### src/mrrle_pkg.sv
// Shared types and constants of the mask row run-length encoder.
`default_nettype none

package mrrle_pkg;

    localparam int VALUE_W     = 8;
    localparam int SEG_START_W = 12;
    localparam int SEG_ROW_W   = 12;
    localparam int SEG_LEN_W   = 13;
    localparam int CFG_W       = 13;
    localparam int CFG_IDX_W   = 1;

    typedef enum logic [CFG_IDX_W-1:0] {
        CFG_MASK_WIDTH  = 1'b0,
        CFG_MASK_HEIGHT = 1'b1
    } cfg_idx_t;

    typedef struct packed {
        logic [SEG_START_W-1:0] start;
        logic [SEG_ROW_W-1:0]   row;
        logic [SEG_LEN_W-1:0]   length;
        logic [VALUE_W-1:0]     value;
        logic                   last;
    } seg_t;

    typedef struct packed {
        logic push_a;
        logic push_b;
        seg_t seg_a;
        seg_t seg_b;
    } seg_push_t;

endpackage

`default_nettype wire

### src/mrrle_if.sv
// Handshake interfaces for the pixel input and the segment output channels.
`default_nettype none

interface mrrle_pix_if;
    logic       valid;
    logic       ready;
    logic [7:0] mask_value;

    modport source (output valid, output mask_value, input ready);
    modport sink (input valid, input mask_value, output ready);
endinterface

interface mrrle_seg_if;
    logic        valid;
    logic        ready;
    logic [11:0] seg_start;
    logic [11:0] seg_row;
    logic [12:0] seg_length;
    logic [7:0]  seg_value;
    logic        seg_last;

    modport source (output valid, output seg_start, output seg_row, output seg_length,
                    output seg_value, output seg_last, input ready);
    modport sink (input valid, input seg_start, input seg_row, input seg_length,
                  input seg_value, input seg_last, output ready);
endinterface

`default_nettype wire

### src/mrrle_core.sv
// Run tracking state and segment formation for one pixel per step.
`default_nettype none

module mrrle_core
    import mrrle_pkg::*;
#(
    parameter int MAX_WIDTH  = 4096,
    parameter int MAX_HEIGHT = 4096
)
(
    input  wire logic               clk,
    input  wire logic               rst_n,
    input  wire logic               step,
    input  wire logic [VALUE_W-1:0] pixel,
    input  wire logic [CFG_W-1:0]   width_cfg,
    input  wire logic [CFG_W-1:0]   height_cfg,
    output seg_push_t               push
);

    // The configuration registers cannot exceed their field range.
    localparam int CFG_MAX = (1 << CFG_W) - 1;
    localparam int EFF_W   = (MAX_WIDTH < CFG_MAX) ? MAX_WIDTH : CFG_MAX;
    localparam int EFF_H   = (MAX_HEIGHT < CFG_MAX) ? MAX_HEIGHT : CFG_MAX;
    localparam int COL_W   = $clog2(EFF_W);
    localparam int ROW_W   = (EFF_H > 1) ? $clog2(EFF_H) : 1;
    localparam int RUN_W   = $clog2(EFF_W + 1);
    localparam int CALC_W  = CFG_W + 1;

    logic [COL_W-1:0]   col_reg, col_next;
    logic [ROW_W-1:0]   row_reg, row_next;
    logic [RUN_W-1:0]   run_reg, run_next;
    logic [VALUE_W-1:0] prev_reg, prev_next;

    logic [CFG_W-1:0]   w_eff;
    logic [CFG_W-1:0]   h_eff;
    logic               close_run;
    logic [RUN_W-1:0]   run_kept;
    logic [RUN_W-1:0]   run_grown;
    logic               row_end;
    logic               row_wrap;
    logic               flush;
    seg_t               seg_close;
    seg_t               seg_flush;

    always_comb
    begin
        if (width_cfg == '0)
            w_eff = CFG_W'(1);
        else if (width_cfg > CFG_W'(EFF_W))
            w_eff = CFG_W'(EFF_W);
        else
            w_eff = width_cfg;

        if (height_cfg == '0)
            h_eff = CFG_W'(1);
        else if (height_cfg > CFG_W'(EFF_H))
            h_eff = CFG_W'(EFF_H);
        else
            h_eff = height_cfg;
    end

    always_comb
    begin
        close_run = (run_reg != '0) && (pixel != prev_reg);
        run_kept  = close_run ? '0 : run_reg;
        run_grown = RUN_W'(run_kept + RUN_W'(pixel != '0));
        row_end   = (CALC_W'(col_reg) + CALC_W'(1)) >= CALC_W'(w_eff);
        row_wrap  = (CALC_W'(row_reg) + CALC_W'(1)) >= CALC_W'(h_eff);
        flush     = row_end && (run_grown != '0);

        seg_close.start  = SEG_START_W'(CALC_W'(col_reg) - CALC_W'(run_reg));
        seg_close.row    = SEG_ROW_W'(row_reg);
        seg_close.length = SEG_LEN_W'(run_reg);
        seg_close.value  = prev_reg;
        seg_close.last   = !flush;

        seg_flush.start  = SEG_START_W'(CALC_W'(col_reg) + CALC_W'(1) - CALC_W'(run_grown));
        seg_flush.row    = SEG_ROW_W'(row_reg);
        seg_flush.length = SEG_LEN_W'(run_grown);
        seg_flush.value  = pixel;
        seg_flush.last   = 1'b1;

        // The closed run always goes out ahead of the row-end flush.
        push.push_a = step && (close_run || flush);
        push.push_b = step && close_run && flush;
        push.seg_a  = close_run ? seg_close : seg_flush;
        push.seg_b  = seg_flush;

        if (row_end)
        begin
            col_next  = '0;
            run_next  = '0;
            prev_next = '0;
            row_next  = row_wrap ? '0 : ROW_W'(row_reg + 1'b1);
        end
        else
        begin
            col_next  = COL_W'(col_reg + 1'b1);
            run_next  = run_grown;
            prev_next = pixel;
            row_next  = row_reg;
        end
    end

    always_ff @(posedge clk or negedge rst_n)
    begin
        if (!rst_n)
        begin
            col_reg  <= '0;
            row_reg  <= '0;
            run_reg  <= '0;
            prev_reg <= '0;
        end
        else if (step)
        begin
            col_reg  <= col_next;
            row_reg  <= row_next;
            run_reg  <= run_next;
            prev_reg <= prev_next;
        end
    end

endmodule

`default_nettype wire

### src/mrrle_seg_fifo.sv
// Four-entry segment queue; takes up to two segments, gives one per cycle on pop.
`default_nettype none

module mrrle_seg_fifo
    import mrrle_pkg::*;
(
    input  wire logic      clk,
    input  wire logic      rst_n,
    input  wire seg_push_t push,
    input  wire logic      pop,
    output logic           room2,
    output logic           not_empty,
    output seg_t           head
);

    localparam int DEPTH = 4;
    localparam int PTR_W = $clog2(DEPTH);
    localparam int CNT_W = $clog2(DEPTH + 1);

    seg_t             mem_reg [DEPTH];
    logic [PTR_W-1:0] wr_ptr_reg, wr_ptr_next;
    logic [PTR_W-1:0] rd_ptr_reg, rd_ptr_next;
    logic [CNT_W-1:0] count_reg, count_next;
    logic [CNT_W-1:0] n_push;
    logic             do_pop;

    always_comb
    begin
        not_empty   = count_reg != '0;
        room2       = count_reg <= CNT_W'(DEPTH - 2);
        head        = mem_reg[rd_ptr_reg];
        do_pop      = pop && not_empty;
        n_push      = CNT_W'(push.push_a) + CNT_W'(push.push_b);
        wr_ptr_next = PTR_W'(wr_ptr_reg + PTR_W'(n_push));
        rd_ptr_next = PTR_W'(rd_ptr_reg + PTR_W'(do_pop));
        count_next  = CNT_W'(count_reg + n_push - CNT_W'(do_pop));
    end

    always_ff @(posedge clk)
    begin
        if (push.push_a)
            mem_reg[wr_ptr_reg] <= push.seg_a;
        if (push.push_b)
            mem_reg[PTR_W'(wr_ptr_reg + 1'b1)] <= push.seg_b;
    end

    always_ff @(posedge clk or negedge rst_n)
    begin
        if (!rst_n)
        begin
            wr_ptr_reg <= '0;
            rd_ptr_reg <= '0;
            count_reg  <= '0;
        end
        else
        begin
            wr_ptr_reg <= wr_ptr_next;
            rd_ptr_reg <= rd_ptr_next;
            count_reg  <= count_next;
        end
    end

    // Fill level never exceeds the queue depth.
    assert property (@(posedge clk) disable iff (!rst_n) count_reg <= CNT_W'(DEPTH))
        else $error("segment queue overfilled");

    // Segments are only pushed while the queue reports room for two.
    assert property (@(posedge clk) disable iff (!rst_n)
        push.push_a |-> count_reg <= CNT_W'(DEPTH - 2))
        else $error("segment pushed without room");

    // A second segment never comes without a first one.
    assert property (@(posedge clk) disable iff (!rst_n) push.push_b |-> push.push_a)
        else $error("second segment without first");

    // Pointers stay consistent with the fill level.
    assert property (@(posedge clk) disable iff (!rst_n)
        PTR_W'(wr_ptr_reg - rd_ptr_reg) == PTR_W'(count_reg))
        else $error("queue pointers and count disagree");

endmodule

`default_nettype wire

### src/mask_row_run_length_encoder_top.sv
// Top level of the mask row run-length encoder.
//
// Mask bytes enter on the pix channel in raster order, one word per pixel,
// left to right along a row and rows top to bottom. Each maximal run of equal
// nonzero bytes within a row leaves on the seg channel as one word carrying
// its start column, row, length and value; zero bytes produce nothing. One
// pixel can close two runs (a value change plus the row-end flush); the later
// word then has seg_last set and the earlier one has it clear.
// Row width and mask height are written through cfg_we/cfg_index/cfg_data
// while the block is idle, a rule the user must keep as the block does not
// enforce it; both reset to 1, zero reads as 1, and values above MAX_WIDTH /
// MAX_HEIGHT saturate. A pixel waits in the input register until the queue
// has room for two segments, is evaluated in a single pass, and its segments
// go into the queue. Throughput is one pixel per cycle; the four-entry
// segment queue absorbs the occasional double segment, so the input only
// pauses when the queue holds more than two words, i.e. when the receiver
// stalls. Reset clears the column, row and run state and empties the queue.
// While the receiver holds ready low the queue fills and pix.ready then
// drops; no word is lost or repeated.
`default_nettype none

module mask_row_run_length_encoder_top
    import mrrle_pkg::*;
#(
    parameter int MAX_WIDTH  = 4096,
    parameter int MAX_HEIGHT = 4096
)
(
    input  wire logic                 clk,
    input  wire logic                 rst_n,
    mrrle_pix_if.sink                 pix,
    mrrle_seg_if.source               seg,
    input  wire logic                 cfg_we,
    input  wire logic [CFG_IDX_W-1:0] cfg_index,
    input  wire logic [CFG_W-1:0]     cfg_data
);

    logic [CFG_W-1:0]   width_reg;
    logic [CFG_W-1:0]   height_reg;
    logic               in_valid_reg;
    logic [VALUE_W-1:0] in_value_reg;
    logic               advance;
    logic               room2;
    logic               not_empty;
    seg_t               head;
    seg_push_t          push;

    // Configuration registers.
    always_ff @(posedge clk or negedge rst_n)
    begin
        if (!rst_n)
        begin
            width_reg  <= CFG_W'(1);
            height_reg <= CFG_W'(1);
        end
        else if (cfg_we)
        begin
            case (cfg_index)
                CFG_MASK_WIDTH:  width_reg  <= cfg_data;
                CFG_MASK_HEIGHT: height_reg <= cfg_data;
                default:         ;
            endcase
        end
    end

    // The input register moves into the core whenever the queue can take two
    // segments, which is the most a single pixel can produce.
    assign advance   = in_valid_reg && room2;
    assign pix.ready = !in_valid_reg || advance;

    always_ff @(posedge clk or negedge rst_n)
    begin
        if (!rst_n)
            in_valid_reg <= 1'b0;
        else if (pix.ready)
            in_valid_reg <= pix.valid;
    end

    always_ff @(posedge clk)
    begin
        if (pix.ready && pix.valid)
            in_value_reg <= pix.mask_value;
    end

    mrrle_core #(
        .MAX_WIDTH  (MAX_WIDTH),
        .MAX_HEIGHT (MAX_HEIGHT)
    ) u_core (
        .clk        (clk),
        .rst_n      (rst_n),
        .step       (advance),
        .pixel      (in_value_reg),
        .width_cfg  (width_reg),
        .height_cfg (height_reg),
        .push       (push)
    );

    mrrle_seg_fifo u_fifo (
        .clk       (clk),
        .rst_n     (rst_n),
        .push      (push),
        .pop       (seg.ready),
        .room2     (room2),
        .not_empty (not_empty),
        .head      (head)
    );

    assign seg.valid      = not_empty;
    assign seg.seg_start  = head.start;
    assign seg.seg_row    = head.row;
    assign seg.seg_length = head.length;
    assign seg.seg_value  = head.value;
    assign seg.seg_last   = head.last;

endmodule

`default_nettype wire
### src/flat_wrapper.sv
// flat-port wrapper written by rule: the top's interface ports become plain ports
module mask_row_run_length_encoder_top_flat import mrrle_pkg::*;
#(
    parameter int MAX_WIDTH  = 4096,
    parameter int MAX_HEIGHT = 4096
)
  (clk, rst_n, cfg_we, cfg_index, cfg_data, pix_valid, pix_mask_value, pix_ready, seg_valid, seg_seg_start, seg_seg_row, seg_seg_length, seg_seg_value, seg_seg_last, seg_ready);
  mrrle_pix_if pix_i ();
  mrrle_seg_if seg_i ();
  input  wire logic clk;
  input  wire logic rst_n;
  input  wire logic cfg_we;
  input  wire logic [CFG_IDX_W-1:0] cfg_index;
  input  wire logic [CFG_W-1:0] cfg_data;
  input wire logic [$bits(pix_i.valid)-1:0] pix_valid;
  input wire logic [$bits(pix_i.mask_value)-1:0] pix_mask_value;
  output wire logic [$bits(pix_i.ready)-1:0] pix_ready;
  output wire logic [$bits(seg_i.valid)-1:0] seg_valid;
  output wire logic [$bits(seg_i.seg_start)-1:0] seg_seg_start;
  output wire logic [$bits(seg_i.seg_row)-1:0] seg_seg_row;
  output wire logic [$bits(seg_i.seg_length)-1:0] seg_seg_length;
  output wire logic [$bits(seg_i.seg_value)-1:0] seg_seg_value;
  output wire logic [$bits(seg_i.seg_last)-1:0] seg_seg_last;
  input wire logic [$bits(seg_i.ready)-1:0] seg_ready;
  assign pix_i.valid = pix_valid;
  assign pix_i.mask_value = pix_mask_value;
  assign pix_ready = pix_i.ready;
  assign seg_valid = seg_i.valid;
  assign seg_seg_start = seg_i.seg_start;
  assign seg_seg_row = seg_i.seg_row;
  assign seg_seg_length = seg_i.seg_length;
  assign seg_seg_value = seg_i.seg_value;
  assign seg_seg_last = seg_i.seg_last;
  assign seg_i.ready = seg_ready;
  mask_row_run_length_encoder_top #(.MAX_WIDTH(MAX_WIDTH), .MAX_HEIGHT(MAX_HEIGHT)) u_core (.clk(clk), .rst_n(rst_n), .pix(pix_i), .seg(seg_i), .cfg_we(cfg_we), .cfg_index(cfg_index), .cfg_data(cfg_data));
endmodule
### config.mk
export PLATFORM = sky130hd
export DESIGN_NAME = mask_row_run_length_encoder_top_flat
export DESIGN_NICKNAME = d
export VERILOG_FILES = /design/src/mrrle_pkg.sv /design/src/mrrle_if.sv /design/src/mrrle_core.sv /design/src/mrrle_seg_fifo.sv /design/src/mask_row_run_length_encoder_top.sv /design/src/flat_wrapper.sv
export SDC_FILE = /design/constraint.sdc
export NUM_CORES = 1
export LEC_CHECK = 0
export ABC_AREA = 1
export BUFFER_PORTS_ARGS = -buffer_cell sky130_fd_sc_hd__buf_4
export CAP_MARGIN = 30
export CORE_ASPECT_RATIO = 0.9
export CORE_MARGIN = 3
export CORE_UTILIZATION = 45
export CTS_BUF_LIST = sky130_fd_sc_hd__clkbuf_8
export CTS_CLUSTER_DIAMETER = 80
export DETAILED_ROUTE_END_ITERATION = 16
export SYNTH_ARGS = -nofsm -noshare
export SYNTH_HDL_FRONTEND = slang
export SYNTH_HIERARCHICAL = 1
export SYNTH_SLANG_ARGS = --single-unit
export TNS_END_PERCENT = 100
### constraint.sdc
create_clock -name clk -period 14.4 [get_ports clk]
set_input_delay 2.16 -clock clk [delete_from_list [all_inputs] [get_ports clk]]
set_output_delay 2.16 -clock clk [all_outputs]
set_load 0.1 [all_outputs]
==> results of run 1 <==
through the flow:
| step | cells | util, % | hold WS, ps | area (sq um) |
|---|---|---|---|---|
| CTS | 2802 | 50.0 | 481 | 18800 |
| global placement | 2712 | 47.4 | 472 | 17800 |
| finish | 2802 | 50.0 | 480 | 18800 |
| detailed placement | 2714 | 47.5 | 468 | 17900 |
| global route | 2802 | 50.0 | 500 | 18800 |
| floorplan | 2273 | - | 442 | 17300 |
cells by family (layout without fill, tap and decap cells):
| kind of cell | count (synthesis) | after routing |
|---|---|---|
| other cells | 1 | 1 |
| flops | 271 | 271 |
| xor+xnor | 37 | 37 |
| buf+inv | 515 | 561 |
| compound gates | 183 | 183 |
| simple gates | 1207 | 1207 |
| fa+ha+maj | 59 | 59 |
worst register-to-register path, cell delays in order (launching register included):
cell and delay [ps]:
edfxtp_1 510, inv_2 100, nand2_1 50, nand2_1 60, nand2_1 50, nor2_1 190, nand2_2 120, nand2_4 560
inv_1 420, nor2_1 180, ha_1 250, ha_1 290, nand2_1 110, inv_1 110, nand4_1 190, o21ai_0 240
nand2_1 140, inv_1 170, nor2_1 70, nand4_1 90, o21ai_2 90, nor3_2 150, buf_4 600, nand3_4 580
nand2_2 350, buf_4 590
cells in the mapped netlist, drive strengths merged, types with 8 or more instances:
cell	number	area [sq um]
buf	113	736
xor2	29	269
ha	56	701
clkbuf	27	101
nor2	53	226
nand4	106	663
edfxtp	192	5770
nand2	807	3060
inv	374	1400
a21oi	33	169
nand3	213	1080
nor3	12	81.3
o22ai	33	206
xnor2	8	70.1
dfrtp	77	1930
nor4	9	56.3
o21ai	101	509
placed cells by master (no fill, tap or decap), types with 8 or more instances in the layout:
| cell type | count |
|---|---|
| nand3_1 | 208 |
| xnor2_1 | 8 |
| ha_1 | 56 |
| o21ai_0 | 58 |
| a21oi_1 | 32 |
| nor3_1 | 8 |
| inv_2 | 15 |
| clkbuf_8 | 48 |
| o22ai_1 | 33 |
| nor4_1 | 9 |
| o21ai_1 | 42 |
| clkinv_2 | 11 |
| nand2_2 | 14 |
| edfxtp_1 | 192 |
| xor2_1 | 27 |
| buf_4 | 97 |
| dfrtp_1 | 73 |
| nand4_1 | 106 |
| nand2_1 | 792 |
| nor2_1 | 46 |
| inv_1 | 376 |
metal layers:
layer  track usage, %  vias to the layer above
met5                0                        -
met4             5.47                        0
met3             4.47                       56
met2             38.7                      557
met1             37.9                     6907
li1                 -                     7330
cell type report:
cell class | count | area (sq um)
fillers | 3723 | 18800
flip-flops and latches | 271 | 7750
multi-input cells | 1487 | 7360
inverters | 375 | 1410
repair buffers | 98 | 743
clock buffers | 48 | 661
well taps | 483 | 604
clock inverters | 40 | 290
worst paths after layout:
check,from,endpoint,slack [ps],cells after the start
min reg2reg,u_core/width_reg[0],u_core/width_reg[0],480,2
min,u_core/width_reg[0],u_core/width_reg[0],480,2
min in group asynchronous,rst_n,u_core/height_reg[12],1410,1
max reg2reg,u_core/in_value_reg[0],u_core/u_fifo/mem_reg[0][20],7740,25
max in group asynchronous,rst_n,u_core/u_fifo/rd_ptr_reg[0],11790,2
max,u_core/in_value_reg[0],u_core/u_fifo/mem_reg[0][20],7740,25
==> metrics.txt, run 1 <==
status finished clean; Yosys warning total 6; CP arrival 6910 ps; total core area 37600 sq um; WL/cell 18.3 microns; delay-heaviest family, CP simple AND/OR/NAND/NOR gates; TNS Setup 0 ps; Nets 2366; mux cell area share after synthesis 0%; routed vias 14900; top routing layer in use met4; later-pin clock latency in the skew report 640 ps; 1st-iter DRT viols 1395; total gr overflow 0; CP required 14640 ps; CTS tree built; Hold WC Path Type reg2reg; wire length on met3 4010 microns; layout cell share with drive strength beyond 1 9.53%; CTS buffer count 47; xor/xnor share of the synthesized area 1.96%; RD Place Congestion 0.990; Post-CTS Resized 0; Port Buffers 74; register area share after synthesis 44.7%; antenna violations before repair 0; ys flop type edfxtp_1; WP buf/inv 6; Synth Area in Simple Gates 30.1%; ANT cells 0; crit end category register; worst slew pin tran 994 ps; final hold vios 0; met2 routed WL 22300 microns; clk slew on worst S/H paths 60 ps; Async S/R FF share, synth 29.2%; cts-stage hold buffer count 0; Synth Area in Compound Gates 5.83%; unrepaired setup endpoints after global routing false; Syn-to-layout area delta 8.66%; Initial DRT Pass Iterations 5; CTS HTree Levels 2; fin crit period 6660 ps; Max Slew Vio Count 0; DRT met1 WL 24200 microns; Max Fclk 150 MHz; netlist area before placement 17300 sq um; antenna-violating nets left 0; max reg flops 184; Slew HR 33.4%; largest family of logic cells by synthesized area simple AND/OR/NAND/NOR gates; post-synth net total 2359; critical path class reg2reg; die span in x 213 microns; Yosys reg bits 271; first-pass GRT wire length 79900 microns; DP HPWL 34300 microns; final setup vio count 0; Row Count 67; Post-CTS Setup Repair Bufs 0; CP max FO 72; worst-case clock buffer depth 3; final worst slack 7740 ps; max-cap violation count 0; root buf cell clkbuf_8; Remaining DRCs 0; initial core utilization 46.0%; CTS sink cnt 271; CP dominant cell by count nand2_1; Die Ht 192 microns; Routed WL 51400 microns; adder-cell share of the synthesized area 4.39%; CP max stage cell buf_4; # IOs 75; GRT Resource Usage Total 25.4%; largest net degree at the start of global routing 85; Placement Setup Slack 7820 ps; slowest stage delay, CP 600 ps; Die ar. 40900 sq um; Worst Clk Skew 40.4 ps; post-synthesis cell count 2273; Unique masters post-synth 50; nature of the critical path startpoint register; Via density 5.30; Final period util 46.3%; Mean Syn Cell Area 7.62 sq um; vias in the first global route 13800; Post-synth EDFFs 192
Power of run 1 is left out: the tool's default activity adds up to more than one toggle a clock period on the data nets, which glitch-free logic cannot reach.
==> inputs of run 2 (changes only) <==
ABC_AREA = 0   (was 1)
clock period = 6.2 ns   (was 14.4 ns; I/O delays follow)
==> run 2 against run 1 <==
Against the previous run:
- sequential share of layout area rose by 3.4 points
- non-clock buffer count increased by 8
- count of clock-buffer cells in the layout up 2
- worst hold slack got worse by 240 ps
- sequential cell count unchanged
- critical path depth down 1
- core utilization grew 2.0 points
- register-to-register slack got worse by 7300 ps
- global-route usage shrank 5.1 points
- cell count decreased by 38%
- critical endpoint is now u_core/u_fifo/count_reg[2]
- largest cell class unchanged
- highest routed layer unchanged
==> metrics.txt, run 2 <==
Hold WC Path Type in2async; Die Ht 182 microns; status finished clean; total core area 33400 sq um; dominant cell type by area after synthesis edfxtp_1; antenna-violating nets left 0; CP arrival 6190 ps; CTS tree built; Clock Power Share 17.4%; DP HPWL 24300 microns; CP required 6650 ps; fin crit period 5750 ps; largest net degree at the start of global routing 67; cts-stage hold buffer count 0; Max Fclk 174 MHz; layout cell share with drive strength beyond 1 33.4%; final hold vios 0; Yosys reg bits 271; nature of the critical path startpoint register; CTS HTree Levels 2; Nets 1332; CP max FO 8; antenna violations before repair 0; CTS buffer count 46; Row Count 63; Post-synth EDFFs 192; part of the power in registers 29.4%; Leak 6.96 nW; 1st-iter DRT viols 644; Initial DRT Pass Iterations 5; Yosys warning total 6; Mean Syn Cell Area 13.3 sq um; Switching Fraction 45.9%; Remaining DRCs 0; R2R depth 24; Pwr per Cell Area 537 nW/um^2; P_int 5.04 mW; vias in the first global route 9865; clk slew on worst S/H paths 60 ps; Port Buffers 74; later-pin clock latency in the skew report 590 ps; Logic pwr share 53.2%; Final period util 92.7%; Max Slew Vio Count 0; GRT Resource Usage Total 20.3%; switching pwr 4.29 mW; worst r2r dst u_core/u_fifo/count_reg[2]; Worst Clk Skew 35.1 ps; top cell type's share of synthesized area 37.2%; main area contributors after synthesis edfxtp_1, dfrtp_1, mux2_2, mux4_2, ha_1; Core Util, Final 52.0%; leading cell type in the layout, fill and taps excluded edfxtp_1; max reg flops 184; TNS Setup 0 ps; reg2reg start u_core/in_value_reg[1]; unrepaired setup endpoints after global routing false; Slew HR 45.2%; Reg2Reg Setup Slack 450 ps; worst slew pin tran 822 ps; top-count cell post-synth edfxtp_1; routed vias 9584; Die ar. 36700 sq um; netlist area before placement 15500 sq um; Fill cells 2907; Routed WL 37400 microns; RD Place Congestion 0.864; post-synthesis cell count 1170; placed insts 1644; ANT cells 0; commonest non-fill, non-tap cells in the layout edfxtp_1, mux2_2, nand2_1; Via density 5.51; final setup vio count 0; Unique masters post-synth 66; fin cells 1739; first-pass GRT wire length 58400 microns; critical-path cell list xor2_1 > nor4_2 > nand2_2 > nor2_1 > ha_1 > ha_1 > nand3_2 > or4_4 > nor3_2 > xnor2_1 > nor2_1 > or3_1 > or3_1 > o31ai_1 > a21oi_1 > ha_1 > inv_1 > ha_1 > inv_1 > ha_1 > inv_1 > fa_1 > xor2_1 > xnor2_1; ys flop type edfxtp_1; CTS sink cnt 271; Max rail drop VDD 0.264 mV; root buf cell clkbuf_8; die span in x 202 microns; register area share after synthesis 49.9%; worst-case clock buffer depth 3; total gr overflow 0; max-cap violation count 0; Async S/R FF share, synth 29.2%; post-synth net total 1256; # IOs 75; initial core utilization 46.4%; slowest stage delay, CP 540 ps; CP dominant cell by count ha_1; WL/cell 21.5 microns; Pwr Total 9.33 mW; CP max stage cell or4_4; critical path class reg2reg; crit end category register; leading cell types by count after synthesis edfxtp_1, mux2_2, nand2_1; Hold Slack 237 ps; Syn-to-layout area delta 12.0%
## run 2: cell types whose count changed after synthesis, moves of 35 or more
| cell | change |
|---|---|
| mux2_2 | +169 |
| buf_2 | -48 |
| nand4_1 | -100 |
| mux4_2 | +46 |
| nand3_1 | -194 |
| mux2_1 | +35 |
| o21ai_1 | -41 |
| nand2_1 | -683 |
| inv_1 | -327 |
## run 2: power groups by stage
stage / Clock (mW) / Combinational (mW) / Sequential, mW
finish: 1.62 / 4.97 / 2.74
global route: 1.75 / 5.28 / 2.78
CTS: 1.67 / 4.96 / 2.74
detailed placement: 0 / 4.93 / 2.78
global placement: 0 / 4.83 / 2.82
floorplan: 0 / 3.94 / 2.65
## run 2: routing by layer
metal / GRT usage (%) / wire [microns] / vias up
met1: 29.2 / 17800 / 4803
met2: 32.8 / 17300 / 197
met3: 3.21 / 1740 / 53
met5: 0 / 0 / -
met4: 4.49 / 590 / 0
li1: - / - / 4531
## run 2: final cells by class
type,count,area [sq um],area share (%)
inverters,36,135,0.777
flip-flops and latches,271,7750,44.6
multi-input cells,785,7170,41.2
well taps,455,569,3.28
clock buffers,50,688,3.96
clock inverters,36,235,1.35
repair buffers,106,836,4.81
## run 2: cells by family (layout without fill, tap and decap cells)
| kind of cell | after synthesis | after routing | share of synthesized area, % |
|---|---|---|---|
| AOI/OAI and AO/OA | 137 | 137 | 5.82 |
| xor gates and xnor gates | 77 | 77 | 4.49 |
| adders and majority gates | 59 | 59 | 4.90 |
| buffers and inverters | 115 | 228 | 4.32 |
| DFF | 271 | 271 | 49.9 |
| muxes | 261 | 261 | 22.5 |
| other | 1 | 1 | 0.0242 |
| and+or+nand+nor | 249 | 250 | 7.99 |
## run 2: per-stage QoR
step / setup WS [ps] / cell area (sq um)
floorplan: 593 / 15500
finish: 452 / 17400
global route: 21.2 / 17400
detailed placement: 232 / 16400
CTS: 181 / 17300
global placement: 504 / 16300
## run 2: timing repair
item	in CTS	in global routing
resized for setup	0	3
endpoints found under the setup margin	0	124
setup buffers	0	7
## run 2: worst max path at each step
stage / startpoint / endpoint / slack, ps / cells past startpoint
global placement: u_core/in_value_reg[7] / u_core/u_fifo/mem_reg[3][40] / 500 / 18
finish: u_core/in_value_reg[1] / u_core/u_fifo/count_reg[2] / 450 / 24
CTS: u_core/in_value_reg[7] / u_core/u_fifo/mem_reg[3][40] / 180 / 18
detailed placement: u_core/in_value_reg[7] / u_core/u_fifo/mem_reg[3][40] / 230 / 18
floorplan: u_core/in_value_reg[7] / u_core/u_fifo/mem_reg[3][0] / 590 / 19
global route: u_core/in_value_reg[2] / u_core/u_fifo/count_reg[2] / 20 / 24
## run 2: worst max-delay path: cells and delay by family, from the launching register on
family / cells / cell delay [ps]
AOI/OAI and AO/OA: 2 / 410
xor gates and xnor gates: 4 / 640
adders and majority gates: 6 / 1590
buffers and inverters: 3 / 150
DFF: 1 / 510
and+or+nand+nor: 9 / 2290
Note: power is estimated with default switching activity, not from simulation.
